$ cat src/rtl/core/scs_pkg.sv
package scs_pkg;

  // Default widths, handed to the top level as parameter defaults
  localparam int SPEED_WIDTH_DEF = 16;
  localparam int COUNT_WIDTH_DEF = 16;

  // Fixed field widths
  localparam int ANGLE_W  = 16;
  localparam int FUNC_W   = 3;
  localparam int SECTOR_W = 3;
  localparam int QUAD_W   = 2;
  localparam int GATE_W   = 6;

  // Electrical angle in 1/64 degree: 60 degrees per sector, 360 for a full turn
  localparam logic [ANGLE_W-1:0] SECTOR_SPAN = ANGLE_W'(3840);
  localparam logic [ANGLE_W-1:0] FULL_TURN   = ANGLE_W'(23040);

  typedef enum logic [QUAD_W-1:0] {
    QUAD_FWD_POWER = 2'd0,
    QUAD_FWD_REGEN = 2'd1,
    QUAD_REV_POWER = 2'd2,
    QUAD_REV_REGEN = 2'd3
  } quad_t;

  typedef enum logic [FUNC_W-1:0] {
    FUNC_COMMUTATE = 3'd0,
    FUNC_ALL_OFF   = 3'd1,
    FUNC_LOW_ON    = 3'd2,
    FUNC_HIGH_ON   = 3'd3,
    FUNC_ALL_ON    = 3'd4
  } func_t;

  // Gate patterns: bit0 UH, bit1 VH, bit2 WH, bit3 UL, bit4 VL, bit5 WL
  localparam logic [GATE_W-1:0] GATES_NONE    = 6'h00;
  localparam logic [GATE_W-1:0] GATES_LOW_ON  = 6'h38;
  localparam logic [GATE_W-1:0] GATES_HIGH_ON = 6'h07;
  localparam logic [GATE_W-1:0] GATES_ALL_ON  = 6'h3F;

  // Phase indexes
  localparam logic [1:0] PHASE_U = 2'd0;
  localparam logic [1:0] PHASE_V = 2'd1;
  localparam logic [1:0] PHASE_W = 2'd2;

  // Sector from angle, for angles below a full turn
  function automatic logic [SECTOR_W-1:0] sector_of_angle(input logic [ANGLE_W-1:0] angle);
    logic [SECTOR_W-1:0] base;
    begin
      if (angle >= ANGLE_W'(5 * 3840)) begin
        base = 3'd5;
      end else if (angle >= ANGLE_W'(4 * 3840)) begin
        base = 3'd4;
      end else if (angle >= ANGLE_W'(3 * 3840)) begin
        base = 3'd3;
      end else if (angle >= ANGLE_W'(2 * 3840)) begin
        base = 3'd2;
      end else if (angle >= SECTOR_SPAN) begin
        base = 3'd1;
      end else begin
        base = 3'd0;
      end
      return base;
    end
  endfunction

  // Shift three sectors round the turn
  function automatic logic [SECTOR_W-1:0] sector_opposite(input logic [SECTOR_W-1:0] s);
    logic [SECTOR_W-1:0] r;
    begin
      case (s)
        3'd0:    r = 3'd3;
        3'd1:    r = 3'd4;
        3'd2:    r = 3'd5;
        3'd3:    r = 3'd0;
        3'd4:    r = 3'd1;
        3'd5:    r = 3'd2;
        default: r = 3'd0;
      endcase
      return r;
    end
  endfunction

  // Gate pattern of each commutation stage
  function automatic logic [GATE_W-1:0] gates_of_stage(input logic [SECTOR_W-1:0] s);
    logic [GATE_W-1:0] g;
    begin
      case (s)
        3'd0:    g = 6'h11;
        3'd1:    g = 6'h21;
        3'd2:    g = 6'h22;
        3'd3:    g = 6'h0A;
        3'd4:    g = 6'h0C;
        3'd5:    g = 6'h14;
        default: g = 6'h11;
      endcase
      return g;
    end
  endfunction

  // High-side phase driven in each stage
  function automatic logic [1:0] phase_of_stage(input logic [SECTOR_W-1:0] s);
    logic [1:0] p;
    begin
      case (s)
        3'd0, 3'd1: p = PHASE_U;
        3'd2, 3'd3: p = PHASE_V;
        3'd4, 3'd5: p = PHASE_W;
        default:    p = PHASE_U;
      endcase
      return p;
    end
  endfunction

endpackage

$ cat src/rtl/core/scs_if.sv
interface scs_item_if #(
  parameter int SPEED_WIDTH = 16,
  parameter int COUNT_WIDTH = 16
);
  import scs_pkg::*;

  logic                   valid;
  logic                   ready;
  logic [SPEED_WIDTH-1:0] speed;
  logic [SPEED_WIDTH-1:0] target_speed;
  logic [ANGLE_W-1:0]     angle;
  logic [COUNT_WIDTH-1:0] duty_count;
  logic [FUNC_W-1:0]      func;

  modport source (output valid, speed, target_speed, angle, duty_count, func, input ready);
  modport sink   (input valid, speed, target_speed, angle, duty_count, func, output ready);
endinterface

interface scs_result_if #(
  parameter int COUNT_WIDTH = 16
);
  import scs_pkg::*;

  logic                   valid;
  logic                   ready;
  logic [QUAD_W-1:0]      quadrant;
  logic [SECTOR_W-1:0]    sector;
  logic [GATE_W-1:0]      gate_enables;
  logic [COUNT_WIDTH-1:0] compare_u;
  logic [COUNT_WIDTH-1:0] compare_v;
  logic [COUNT_WIDTH-1:0] compare_w;

  modport source (output valid, quadrant, sector, gate_enables, compare_u, compare_v,
                  compare_w, input ready);
  modport sink   (input valid, quadrant, sector, gate_enables, compare_u, compare_v,
                  compare_w, output ready);
endinterface

interface scs_cfg_if #(
  parameter int COUNT_WIDTH = 16
);
  logic                   valid;
  logic                   ready;
  logic [COUNT_WIDTH-1:0] data;

  modport source (output valid, data, input ready);
  modport sink   (input valid, data, output ready);
endinterface

$ cat src/rtl/core/six_step_commutation_selector.sv
// Six-step commutation selector for one BLDC motor; a second motor takes a
// second instance.
// Channels: item (sink) carries one control tick: speed, target_speed,
// angle, duty_count and func. result (source) returns one word per tick:
// quadrant, held sector, the six gate enables and three high-side compares.
// cfg (sink) writes off_count; it is always ready and should be written only
// while no tick is in flight.
// An accepted tick is loaded into the input register, then moves into the
// result register when the result side can advance. Throughput: one tick per
// cycle while result.ready is held high; the quadrant, sector and gate logic
// between the two registers is a single shallow pass.
// A stalled receiver holds the result register; the input register still
// takes one more word, after which item.ready falls until result moves.
// Reset clears both stages, sets the held sector to stage zero, the held
// compares to zero and off_count to all ones.
module six_step_commutation_selector #(
  parameter int SPEED_WIDTH = scs_pkg::SPEED_WIDTH_DEF,
  parameter int COUNT_WIDTH = scs_pkg::COUNT_WIDTH_DEF
) (
  input logic          clk,
  input logic          rst,
  scs_item_if.sink     item,
  scs_result_if.source result,
  scs_cfg_if.sink      cfg
);
  import scs_pkg::*;

  // Input stage
  logic                   s1_valid;
  logic [SPEED_WIDTH-1:0] s1_speed;
  logic [SPEED_WIDTH-1:0] s1_target;
  logic [ANGLE_W-1:0]     s1_angle;
  logic [COUNT_WIDTH-1:0] s1_duty;
  logic [FUNC_W-1:0]      s1_func;

  // Result stage; sector and compares double as the held state
  logic                   out_valid;
  logic [QUAD_W-1:0]      quadrant;
  logic [SECTOR_W-1:0]    sector;
  logic [GATE_W-1:0]      gates;
  logic [COUNT_WIDTH-1:0] cmp_u;
  logic [COUNT_WIDTH-1:0] cmp_v;
  logic [COUNT_WIDTH-1:0] cmp_w;

  logic [COUNT_WIDTH-1:0] off_count;

  // Pass logic
  logic                   out_adv;
  logic                   s1_move;
  logic [SPEED_WIDTH:0]   err;
  logic                   spd_neg;
  logic                   err_neg;
  logic                   err_zero;
  quad_t                  quadrant_next;
  logic [SECTOR_W-1:0]    base;
  logic [SECTOR_W-1:0]    sector_next;
  logic [1:0]             phase;
  logic [GATE_W-1:0]      gates_next;
  logic [COUNT_WIDTH-1:0] cmp_u_next;
  logic [COUNT_WIDTH-1:0] cmp_v_next;
  logic [COUNT_WIDTH-1:0] cmp_w_next;

  // Handshakes
  assign out_adv    = !out_valid || result.ready;
  assign s1_move    = s1_valid && out_adv;
  assign item.ready = !s1_valid || out_adv;
  assign cfg.ready  = 1'b1;

  // Configuration register
  always_ff @(posedge clk) begin
    if (rst) begin
      off_count <= '1;
    end else if (cfg.valid) begin
      off_count <= cfg.data;
    end
  end

  // Input register
  always_ff @(posedge clk) begin
    if (rst) begin
      s1_valid <= 1'b0;
    end else if (item.ready) begin
      s1_valid <= item.valid;
    end
  end

  always_ff @(posedge clk) begin
    if (item.valid && item.ready) begin
      s1_speed  <= item.speed;
      s1_target <= item.target_speed;
      s1_angle  <= item.angle;
      s1_duty   <= item.duty_count;
      s1_func   <= item.func;
    end
  end

  // Classify the quadrant from the speed sign and the exact speed error
  always_comb begin
    err      = {s1_target[SPEED_WIDTH-1], s1_target} - {s1_speed[SPEED_WIDTH-1], s1_speed};
    spd_neg  = s1_speed[SPEED_WIDTH-1];
    err_neg  = err[SPEED_WIDTH];
    err_zero = (err == '0);
    if (!spd_neg) begin
      quadrant_next = err_neg ? QUAD_FWD_REGEN : QUAD_FWD_POWER;
    end else begin
      quadrant_next = (err_neg || err_zero) ? QUAD_REV_POWER : QUAD_REV_REGEN;
    end
  end

  // Advance the sector, or keep it for an angle at or past a full turn
  always_comb begin
    base = sector_of_angle(s1_angle);
    if (s1_angle >= FULL_TURN) begin
      sector_next = sector;
    end else if (quadrant_next == QUAD_FWD_REGEN || quadrant_next == QUAD_REV_POWER) begin
      sector_next = sector_opposite(base);
    end else begin
      sector_next = base;
    end
  end

  // Select gates and compares for the mode
  always_comb begin
    phase      = phase_of_stage(sector_next);
    gates_next = GATES_NONE;
    cmp_u_next = off_count;
    cmp_v_next = off_count;
    cmp_w_next = off_count;
    case (s1_func)
      FUNC_COMMUTATE: begin
        gates_next = gates_of_stage(sector_next);
        if (phase == PHASE_U) cmp_u_next = s1_duty;
        if (phase == PHASE_V) cmp_v_next = s1_duty;
        if (phase == PHASE_W) cmp_w_next = s1_duty;
      end
      FUNC_LOW_ON: begin
        gates_next = GATES_LOW_ON;
      end
      FUNC_HIGH_ON: begin
        gates_next = GATES_HIGH_ON;
        cmp_u_next = s1_duty;
        cmp_v_next = s1_duty;
        cmp_w_next = s1_duty;
      end
      FUNC_ALL_ON: begin
        gates_next = GATES_ALL_ON;
        cmp_u_next = cmp_u;
        cmp_v_next = cmp_v;
        cmp_w_next = cmp_w;
      end
      default: begin
        gates_next = GATES_NONE;
      end
    endcase
  end

  // Result register and held state
  always_ff @(posedge clk) begin
    if (rst) begin
      out_valid <= 1'b0;
      sector    <= '0;
      cmp_u     <= '0;
      cmp_v     <= '0;
      cmp_w     <= '0;
    end else begin
      if (out_adv) begin
        out_valid <= s1_valid;
      end
      if (s1_move) begin
        sector <= sector_next;
        cmp_u  <= cmp_u_next;
        cmp_v  <= cmp_v_next;
        cmp_w  <= cmp_w_next;
      end
    end
  end

  always_ff @(posedge clk) begin
    if (s1_move) begin
      quadrant <= quadrant_next;
      gates    <= gates_next;
    end
  end

  assign result.valid        = out_valid;
  assign result.quadrant     = quadrant;
  assign result.sector       = sector;
  assign result.gate_enables = gates;
  assign result.compare_u    = cmp_u;
  assign result.compare_v    = cmp_v;
  assign result.compare_w    = cmp_w;

  // Held sector stays a legal stage
  a_sector_legal: assert property (@(posedge clk) disable iff (rst)
    sector < SECTOR_W'(6))
    else $error("held sector out of range");

  // A word in the input stage is never dropped while the result side stalls
  a_s1_kept: assert property (@(posedge clk) disable iff (rst)
    s1_valid && !out_adv |=> s1_valid)
    else $error("input stage word lost under stall");

  // All-on mode keeps the held compares
  a_all_on_holds: assert property (@(posedge clk) disable iff (rst)
    s1_move && s1_func == FUNC_ALL_ON |=> $stable(cmp_u) && $stable(cmp_v) && $stable(cmp_w))
    else $error("compares changed in all-on mode");

  // No result straight after reset
  a_reset_empty: assert property (@(posedge clk)
    $past(rst) |-> !out_valid)
    else $error("result valid after reset");

endmodule
$ cat src/flat_wrapper.sv
// flat-port wrapper written by rule: the top's interface ports become plain ports
module six_step_commutation_selector_flat import scs_pkg::*;
#(
  parameter int SPEED_WIDTH = scs_pkg::SPEED_WIDTH_DEF,
  parameter int COUNT_WIDTH = scs_pkg::COUNT_WIDTH_DEF
)
  (clk, rst, item_valid, item_speed, item_target_speed, item_angle, item_duty_count, item_func, item_ready, result_valid, result_quadrant, result_sector, result_gate_enables, result_compare_u, result_compare_v, result_compare_w, result_ready, cfg_valid, cfg_data, cfg_ready);
  scs_item_if #(.SPEED_WIDTH(SPEED_WIDTH), .COUNT_WIDTH(COUNT_WIDTH)) item_i ();
  scs_result_if #(.COUNT_WIDTH(COUNT_WIDTH)) result_i ();
  scs_cfg_if #(.COUNT_WIDTH(COUNT_WIDTH)) cfg_i ();
  input logic clk;
  input logic rst;
  input wire logic [$bits(item_i.valid)-1:0] item_valid;
  input wire logic [$bits(item_i.speed)-1:0] item_speed;
  input wire logic [$bits(item_i.target_speed)-1:0] item_target_speed;
  input wire logic [$bits(item_i.angle)-1:0] item_angle;
  input wire logic [$bits(item_i.duty_count)-1:0] item_duty_count;
  input wire logic [$bits(item_i.func)-1:0] item_func;
  output wire logic [$bits(item_i.ready)-1:0] item_ready;
  output wire logic [$bits(result_i.valid)-1:0] result_valid;
  output wire logic [$bits(result_i.quadrant)-1:0] result_quadrant;
  output wire logic [$bits(result_i.sector)-1:0] result_sector;
  output wire logic [$bits(result_i.gate_enables)-1:0] result_gate_enables;
  output wire logic [$bits(result_i.compare_u)-1:0] result_compare_u;
  output wire logic [$bits(result_i.compare_v)-1:0] result_compare_v;
  output wire logic [$bits(result_i.compare_w)-1:0] result_compare_w;
  input wire logic [$bits(result_i.ready)-1:0] result_ready;
  input wire logic [$bits(cfg_i.valid)-1:0] cfg_valid;
  input wire logic [$bits(cfg_i.data)-1:0] cfg_data;
  output wire logic [$bits(cfg_i.ready)-1:0] cfg_ready;
  assign item_i.valid = item_valid;
  assign item_i.speed = item_speed;
  assign item_i.target_speed = item_target_speed;
  assign item_i.angle = item_angle;
  assign item_i.duty_count = item_duty_count;
  assign item_i.func = item_func;
  assign item_ready = item_i.ready;
  assign result_valid = result_i.valid;
  assign result_quadrant = result_i.quadrant;
  assign result_sector = result_i.sector;
  assign result_gate_enables = result_i.gate_enables;
  assign result_compare_u = result_i.compare_u;
  assign result_compare_v = result_i.compare_v;
  assign result_compare_w = result_i.compare_w;
  assign result_i.ready = result_ready;
  assign cfg_i.valid = cfg_valid;
  assign cfg_i.data = cfg_data;
  assign cfg_ready = cfg_i.ready;
  six_step_commutation_selector #(.SPEED_WIDTH(SPEED_WIDTH), .COUNT_WIDTH(COUNT_WIDTH)) u_core (.clk(clk), .rst(rst), .item(item_i), .result(result_i), .cfg(cfg_i));
endmodule
$ cat config.mk
export PLATFORM = sky130hd
export DESIGN_NAME = six_step_commutation_selector_flat
export DESIGN_NICKNAME = d
export VERILOG_FILES = /design/src/rtl/core/scs_pkg.sv /design/src/rtl/core/scs_if.sv /design/src/rtl/core/six_step_commutation_selector.sv /design/src/flat_wrapper.sv
export SDC_FILE = /design/constraint.sdc
export NUM_CORES = 1
export LEC_CHECK = 0
export BUFFER_PORTS_ARGS = -buffer_cell sky130_fd_sc_hd__clkbuf_2
export CELL_PAD_IN_SITES_DETAIL_PLACEMENT = 0
export CELL_PAD_IN_SITES_GLOBAL_PLACEMENT = 2
export CORE_AREA = 2 2 133 161
export DETAILED_ROUTE_END_ITERATION = 12
export DIE_AREA = 0 0 135 163
export HOLD_SLACK_MARGIN = 0.08
export PLACE_DENSITY_LB_ADDON = 0.15
export SYNTH_ARGS = -nofsm -noshare
export SYNTH_HDL_FRONTEND = slang
export SYNTH_SLANG_ARGS = --single-unit
$ cat constraint.sdc
create_clock -name clk -period 4.6 [get_ports clk]
set_clock_uncertainty 0.1 [all_clocks]
set_input_delay 0.46 -clock clk [delete_from_list [all_inputs] [get_ports clk]]
set_output_delay 0.46 -clock clk [all_outputs]
set_load 0.02 [all_outputs]
After elaboration in Yosys (flattened, before gate mapping):

Index checks and enable logic that the tools add are counted.

* $add $sub $neg: 1
* multipliers: 0
* div/mod/pow operators: 0
* $lt $le $gt $ge: 6
* equal/unequal tests: 16
* shift operators: 0
* multiplexer cells: 20
* bitwise logic cells: 1
* reductions and logical operators: 15

Operators by type and width (count)
* 16-bit case mux with 3 select lines: 3
* 16-bit two-way mux: 3
* 16-bit by 14-bit >= comparator with 1-bit output (second input constant): 2
* 16-bit by 15-bit >= comparator with 1-bit output (second input constant): 2
* 6-bit case mux with 5 select lines: 1
* 6-bit case mux with 4 select lines: 1
* 3-bit two-way mux: 6
* 17-bit zero test: 1
* 16-bit by 16-bit subtractor with 17-bit output: 1
* 16-bit by 12-bit >= comparator with 1-bit output (second input constant): 1
* 16-bit by 13-bit >= comparator with 1-bit output (second input constant): 1
* 3-bit by 2-bit == test with 1-bit output (second input constant): 5
* 3-bit == test (second input constant): 5
* 3-bit case mux with 5 select lines: 1
* 3-bit by 1-bit == test with 1-bit output (second input constant): 2
* 3-bit zero test: 2
* 2-bit by 1-bit == test with 1-bit output (second input constant): 2
* 2-bit == test (second input constant): 2
* 1-bit logical OR: 4
* 2-bit case mux with 2 select lines: 1
* 2-bit OR reduction: 2
* 1-bit two-way mux: 3
* 1-bit logical AND: 2
* 1-bit zero test: 2
* 4 further kinds: 4

* register bits: 144
* latch bits: 0
* bits in writable memories: 0
* bits in read-only memories: 0
* bits of input ports: 88
* output and inout bits: 62
* word-level logic and storage cells: 73
* memories kept: 0

Longest topological paths before layout:

* depth in word-level cells: 16
* depth in mapped cells: 17

Least setup slack after synthesis:

No wires, ideal clock.

* kind: register to register
* from: reg u_core.s1_speed[0]
* to: reg u_core.cmp_u[10], in the netlist u_core.result.compare_u[10]
* library setup time: 120 ps
* data arrival time: 3727 ps
* setup slack: 653 ps
* stages on the path, launching flop included: 17
* path buffers: 3
* clock period less this slack: 3947 ps
* path through: edfxtp_1 > ha_1 > fa_1 > nand3_1 > a2111oi_2 > o211a_1 > nand4_1 > or4_4 > nor4_4 > a21o_4 > a221oi_4 > or3_1 > buf_6 > and2_4 > buf_6 > buf_6 > a211o_1

* cells in the longest elaborated chain, start to end: 15
* elaborated cells on any way between the ends: 21

RTL lines
* start: declaration: line six_step_commutation_selector.sv:30 `logic [SPEED_WIDTH-1:0] s1_speed;`
* start signal: assignment: line six_step_commutation_selector.sv:89 `s1_speed <= item.speed;`
* 16-bit by 16-bit subtractor with 17-bit output (*): line six_step_commutation_selector.sv:99 `err = {s1_target[SPEED_WIDTH-1], s1_target} - {s1_speed[SPEED_WIDTH-1], s1_speed};`
* 17-bit zero test: line six_step_commutation_selector.sv:102 `err_zero = (err == '0);`
* 1-bit logical OR: line six_step_commutation_selector.sv:106 `quadrant_next = (err_neg || err_zero) ? QUAD_REV_POWER : QUAD_REV_REGEN;`
* 1-bit two-way mux: line six_step_commutation_selector.sv:106
* 2-bit two-way mux (*): line six_step_commutation_selector.sv:103 `if (!spd_neg) begin`
* 2-bit by 1-bit == test with 1-bit output or 2-bit == test (tied branches): line six_step_commutation_selector.sv:115 `end else if (quadrant_next == QUAD_FWD_REGEN || quadrant_next == QUAD_REV_POWER) begin`
* 1-bit logical OR (*): line six_step_commutation_selector.sv:115
* 3-bit two-way mux (*): line six_step_commutation_selector.sv:115
* 3-bit two-way mux (*): line six_step_commutation_selector.sv:113 `if (s1_angle >= FULL_TURN) begin`
* 3-bit == test or 3-bit by 2-bit == test with 1-bit output (tied branches): line scs_pkg.sv:103 `case (s)`
* 2-bit OR reduction: line scs_pkg.sv:103
* 2-bit case mux with 2 select lines (*): line scs_pkg.sv:103
* 2-bit zero test (*): line six_step_commutation_selector.sv:132 `if (phase == PHASE_U) cmp_u_next = s1_duty;`
* 16-bit two-way mux (*): line six_step_commutation_selector.sv:132
* 16-bit case mux with 3 select lines (*): line six_step_commutation_selector.sv:129 `case (s1_func)`
* end signal: assignment: line six_step_commutation_selector.sv:171 `cmp_u <= cmp_u_next;`
* end: declaration: line six_step_commutation_selector.sv:41 `logic [COUNT_WIDTH-1:0] cmp_u;`

Every way passes the cells marked *; elsewhere a longest branch is shown, timed or not.
A chain may end at the register's enable or synchronous reset.

Worst setup path after layout:

Ends and elaborated chain as after synthesis.

==> flow_summary.yaml <==
outcome:
  outcome: "completed"
final_layout:
  finish.utilization_pct: 40.8
  register_area_sq_um: 3390
  syn_to_final_growth_pct: 22.0
  n_fill_cell: 2049
  diodes: 0
  layout-drive-gt1-share_pct: 23.8
  nets: 924
  multi_input_area_sq_um: 3210
yosys:
  synth_flop_cell: "dfxtp_1"
  syn-cell-area_sq_um: 6890
  ys_seq_area_share_pct: 49.3
  synth_cell_type_count: 64
  synth_cells: 690
  syn-num-nets: 795
  async_reset_ff_share_pct: 0
  synth_edf_count: 67
  synth_seq_cells: 136
  yosysWarningCount: 0
  syn_area_per_cell_sq_um: 9.98
setup_path:
  crit_arrival_ns: 4.37
  end_kind: "flop"
  rr_endpoint: "u_core.result.compare_u[10]"
  critPathMaxFanout: 10
  timing.rr.start: "u_core.s1_speed[0]"
  required_ns: 4.80
  timing_worst_setup_path_type: "flop to flop"
  r2r_setup_slack_ns: 0.43
  r2r_cells: 14
  startpoint_type: "flop"
cts:
  cts_tree: "done"
  post_cts_resized: 0
  cts_sinks: 136
  clk_path_buf_depth: 2
  htree_levels: 4
  cts_hold_buf: 0
  cts_made_buffers: 17
  cts.clk_slew.worst_paths_ns: 0.07
  cts_root_buffer: "clkbuf_16"
  cts_setup_buffers: 0
  clock_latency_ns: 0.41
power_and_ir_drop:
  p_sw_share_pct: 29.3
  p_clk_share_pct: 39.2
  p_leak_nw: 3.72
  ir_worst_vdd_mv: 0.235
  power.density_nw_per_um2: 396
  p_comb_share_pct: 18.1
  power_switching_uw: 977
  p_int_mw: 2.35
  p_seq_share_pct: 42.7
  fin_total_pwr_mw: 3.33
sta:
  finalMaxSlewViolations: 0
  fmax_ghz: 0.240
  finalCritPeriodShare_pct: 90.7
  rsz0062_at_grt: "false"
  tightestPinTransition_ns: 1.13
  timing.hold.ws_ns: 0.116
  relSlewSlack_pct: 24.3
  finalHoldViolCount: 0
  setup_viol: 0
  setup_tns_ns: 0
  finalCriticalPeriod_ns: 4.17
  setup_slack_ns: 0.426
route:
  wl_per_cell_um: 18.2
  wl_um: 20000
  first_pass_iters: 7
  drt_iter0_drc: 403
  drc: 0
  route.vias.total: 5947
  vias_per_cell: 5.40
  antenna_left: 0
place:
  portBuffers: 140
  place.gp.congestion: 0.824
  place_ws_ns: 0.407
  dp_hpwl_um: 13600
global_route:
  grt_pass1_wl_um: 31900
  antenna_found_initial: 0
  grt_max_degree: 49
  track_usage_pct: 18.5
  overflow: 0
  grt_pass1_vias: 5996
worst_hold_path:
  hp-class: "input port to flop"
  min_to: "u_core.s1_target[5]"
  worstHoldStart: "item_target_speed[5]"
  whs_path_depth: 1
job:
  drv_cap: 0
die:
  ioPinCount: 150
  die_h_um: 163
  rows: 58
  dieArea_sq_um: 22000
  die_w_um: 135
  core_area_sq_um: 20600
  start_util_pct: 33.4
## state kept, by name, indices dropped and copies added (netlist names)
| signal | flops |
|---|---|
| u_core.off_count | 16 |
| u_core.result.compare_u | 16 |
| u_core.result.compare_v | 16 |
| u_core.result.compare_w | 16 |
| u_core.s1_duty | 16 |
| u_core.s1_speed | 16 |
| u_core.s1_target | 16 |
| u_core.s1_angle | 8 |
| u_core.result.gate_enables | 6 |
| u_core.result.sector | 3 |
| u_core.s1_func | 3 |
| u_core.result.quadrant | 2 |
| u_core.result.valid | 1 |
| u_core.s1_valid | 1 |
## how the worst max path moves through the flow
stage / startpoint / endpoint / slack [ns] / cells after the start
after global routing: u_core.s1_speed[0] / u_core.result.compare_u[12] / 0.18 / 14
after CTS: u_core.s1_speed[0] / u_core.result.compare_u[14] / 0.39 / 14
after detailed placement: u_core.s1_speed[0] / u_core.result.compare_u[15] / 0.41 / 14
after floorplan: u_core.s1_speed[0] / u_core.result.compare_u[10] / 0.65 / 16
final: u_core.s1_speed[0] / u_core.result.compare_u[10] / 0.43 / 14
after global placement: u_core.s1_speed[0] / u_core.result.compare_u[8] / 0.46 / 14
## layer usage
metal,global-route usage [%],part of all wire (%),vias up
met5,0,0,-
met4,5.21,1.3,0
met3,3.89,5.4,16
met2,32.0,50,183
met1,23.3,43,2887
li1,-,-,2861
## metrics by stage
| step | std cells | cell area, sq um |
|---|---|---|
| 3_5_place_dp | 1070 | 7840 |
| 5_1_grt | 1102 | 8400 |
| 2_1_floorplan | 690 | 6890 |
| 3_3_place_gp | 1070 | 7840 |
| 4_1_cts | 1102 | 8400 |
| 6_report | 1102 | 8400 |
## power by group through the flow
| stage | Sequential (mW) | Clock [mW] | Combinational [mW] |
|---|---|---|---|
| 4_1_cts | 1.42 | 1.35 | 0.609 |
| 5_1_grt | 1.43 | 1.40 | 0.666 |
| 3_5_place_dp | 1.45 | 0 | 0.606 |
| 3_3_place_gp | 1.45 | 0 | 0.595 |
| 2_1_floorplan | 1.48 | 0 | 0.368 |
| 6_report | 1.42 | 1.31 | 0.602 |
## layout by cell type (no fill, tap or decap), drive strengths merged, types with 9 or more instances in the layout
cell type,Yosys,final
inv,28,34
nor2b,23,23
mux2i,35,35
o21ai,47,47
clkbuf,27,158
buf,12,9
nor3,24,24
ha,16,16
a21o,10,10
a21oi,84,84
a211o,32,32
and3,19,19
a221oi,17,17
nand2,20,20
edfxtp,67,67
dfxtp,69,69
nor2,55,55
nand3,24,24
## logic make-up (layout without fill, tap and decap cells)
| kind of cell | Yosys count | count (layout) | synth area share (%) |
|---|---|---|---|
| XOR/XNOR | 7 | 7 | 0.890 |
| adder cells (fa/ha/maj) | 17 | 17 | 3.20 |
| AND/OR/NAND/NOR | 193 | 193 | 14.5 |
| other | 1 | 1 | 0.0544 |
| multiplexers | 35 | 35 | 5.09 |
| buffers and inverters | 67 | 209 | 4.32 |
| AO/OA/AOI/OAI | 234 | 234 | 22.7 |
| flip-flops | 136 | 136 | 49.3 |
## worst max-delay path, cell delays in order, from the launching register on
cell and delay (ns):
edfxtp_1 0.37, ha_1 0.22, fa_1 0.42, nor2b_1 0.29
o31ai_1 0.13, a21boi_0 0.19, o21ai_1 0.11, or4_4 0.55
nor4_4 0.26, a21oi_1 0.17, a221oi_4 0.38, or3_1 0.28
buf_4 0.23, a21oi_1 0.09, a211o_1 0.27
## Yosys cell counts (5+ instances only)
master | count | share of area [%]
and3_1 | 19 | 1.7
a21o_1 | 9 | 0.98
mux2i_1 | 35 | 5.1
dfxtp_1 | 69 | 20
a211o_1 | 32 | 4.1
nor2b_1 | 23 | 2.1
clkbuf_1 | 27 | 1.5
nand2_1 | 20 | 1.1
inv_1 | 28 | 1.5
nor2_1 | 55 | 3.0
nor3_1 | 24 | 1.7
nand3_1 | 24 | 1.7
ha_1 | 16 | 2.9
o31ai_1 | 6 | 0.65
nand2b_1 | 5 | 0.45
edfxtp_1 | 67 | 29
o21ai_0 | 45 | 3.3
xnor2_1 | 5 | 0.64
o211ai_1 | 5 | 0.54
a221oi_1 | 16 | 2.0
a21oi_1 | 84 | 6.1
## area by class of cell
cell class                 count  share of cell area [%]
inverter                      28                    1.25
tap                          270                    4.02
timing repair buffer         149                    9.44
clock buffer                  18                    5.23
clock inverter                14                    1.44
multi-input combinational    487                    38.2
sequential                   136                    40.4
(Power assumes the default switching activity.)
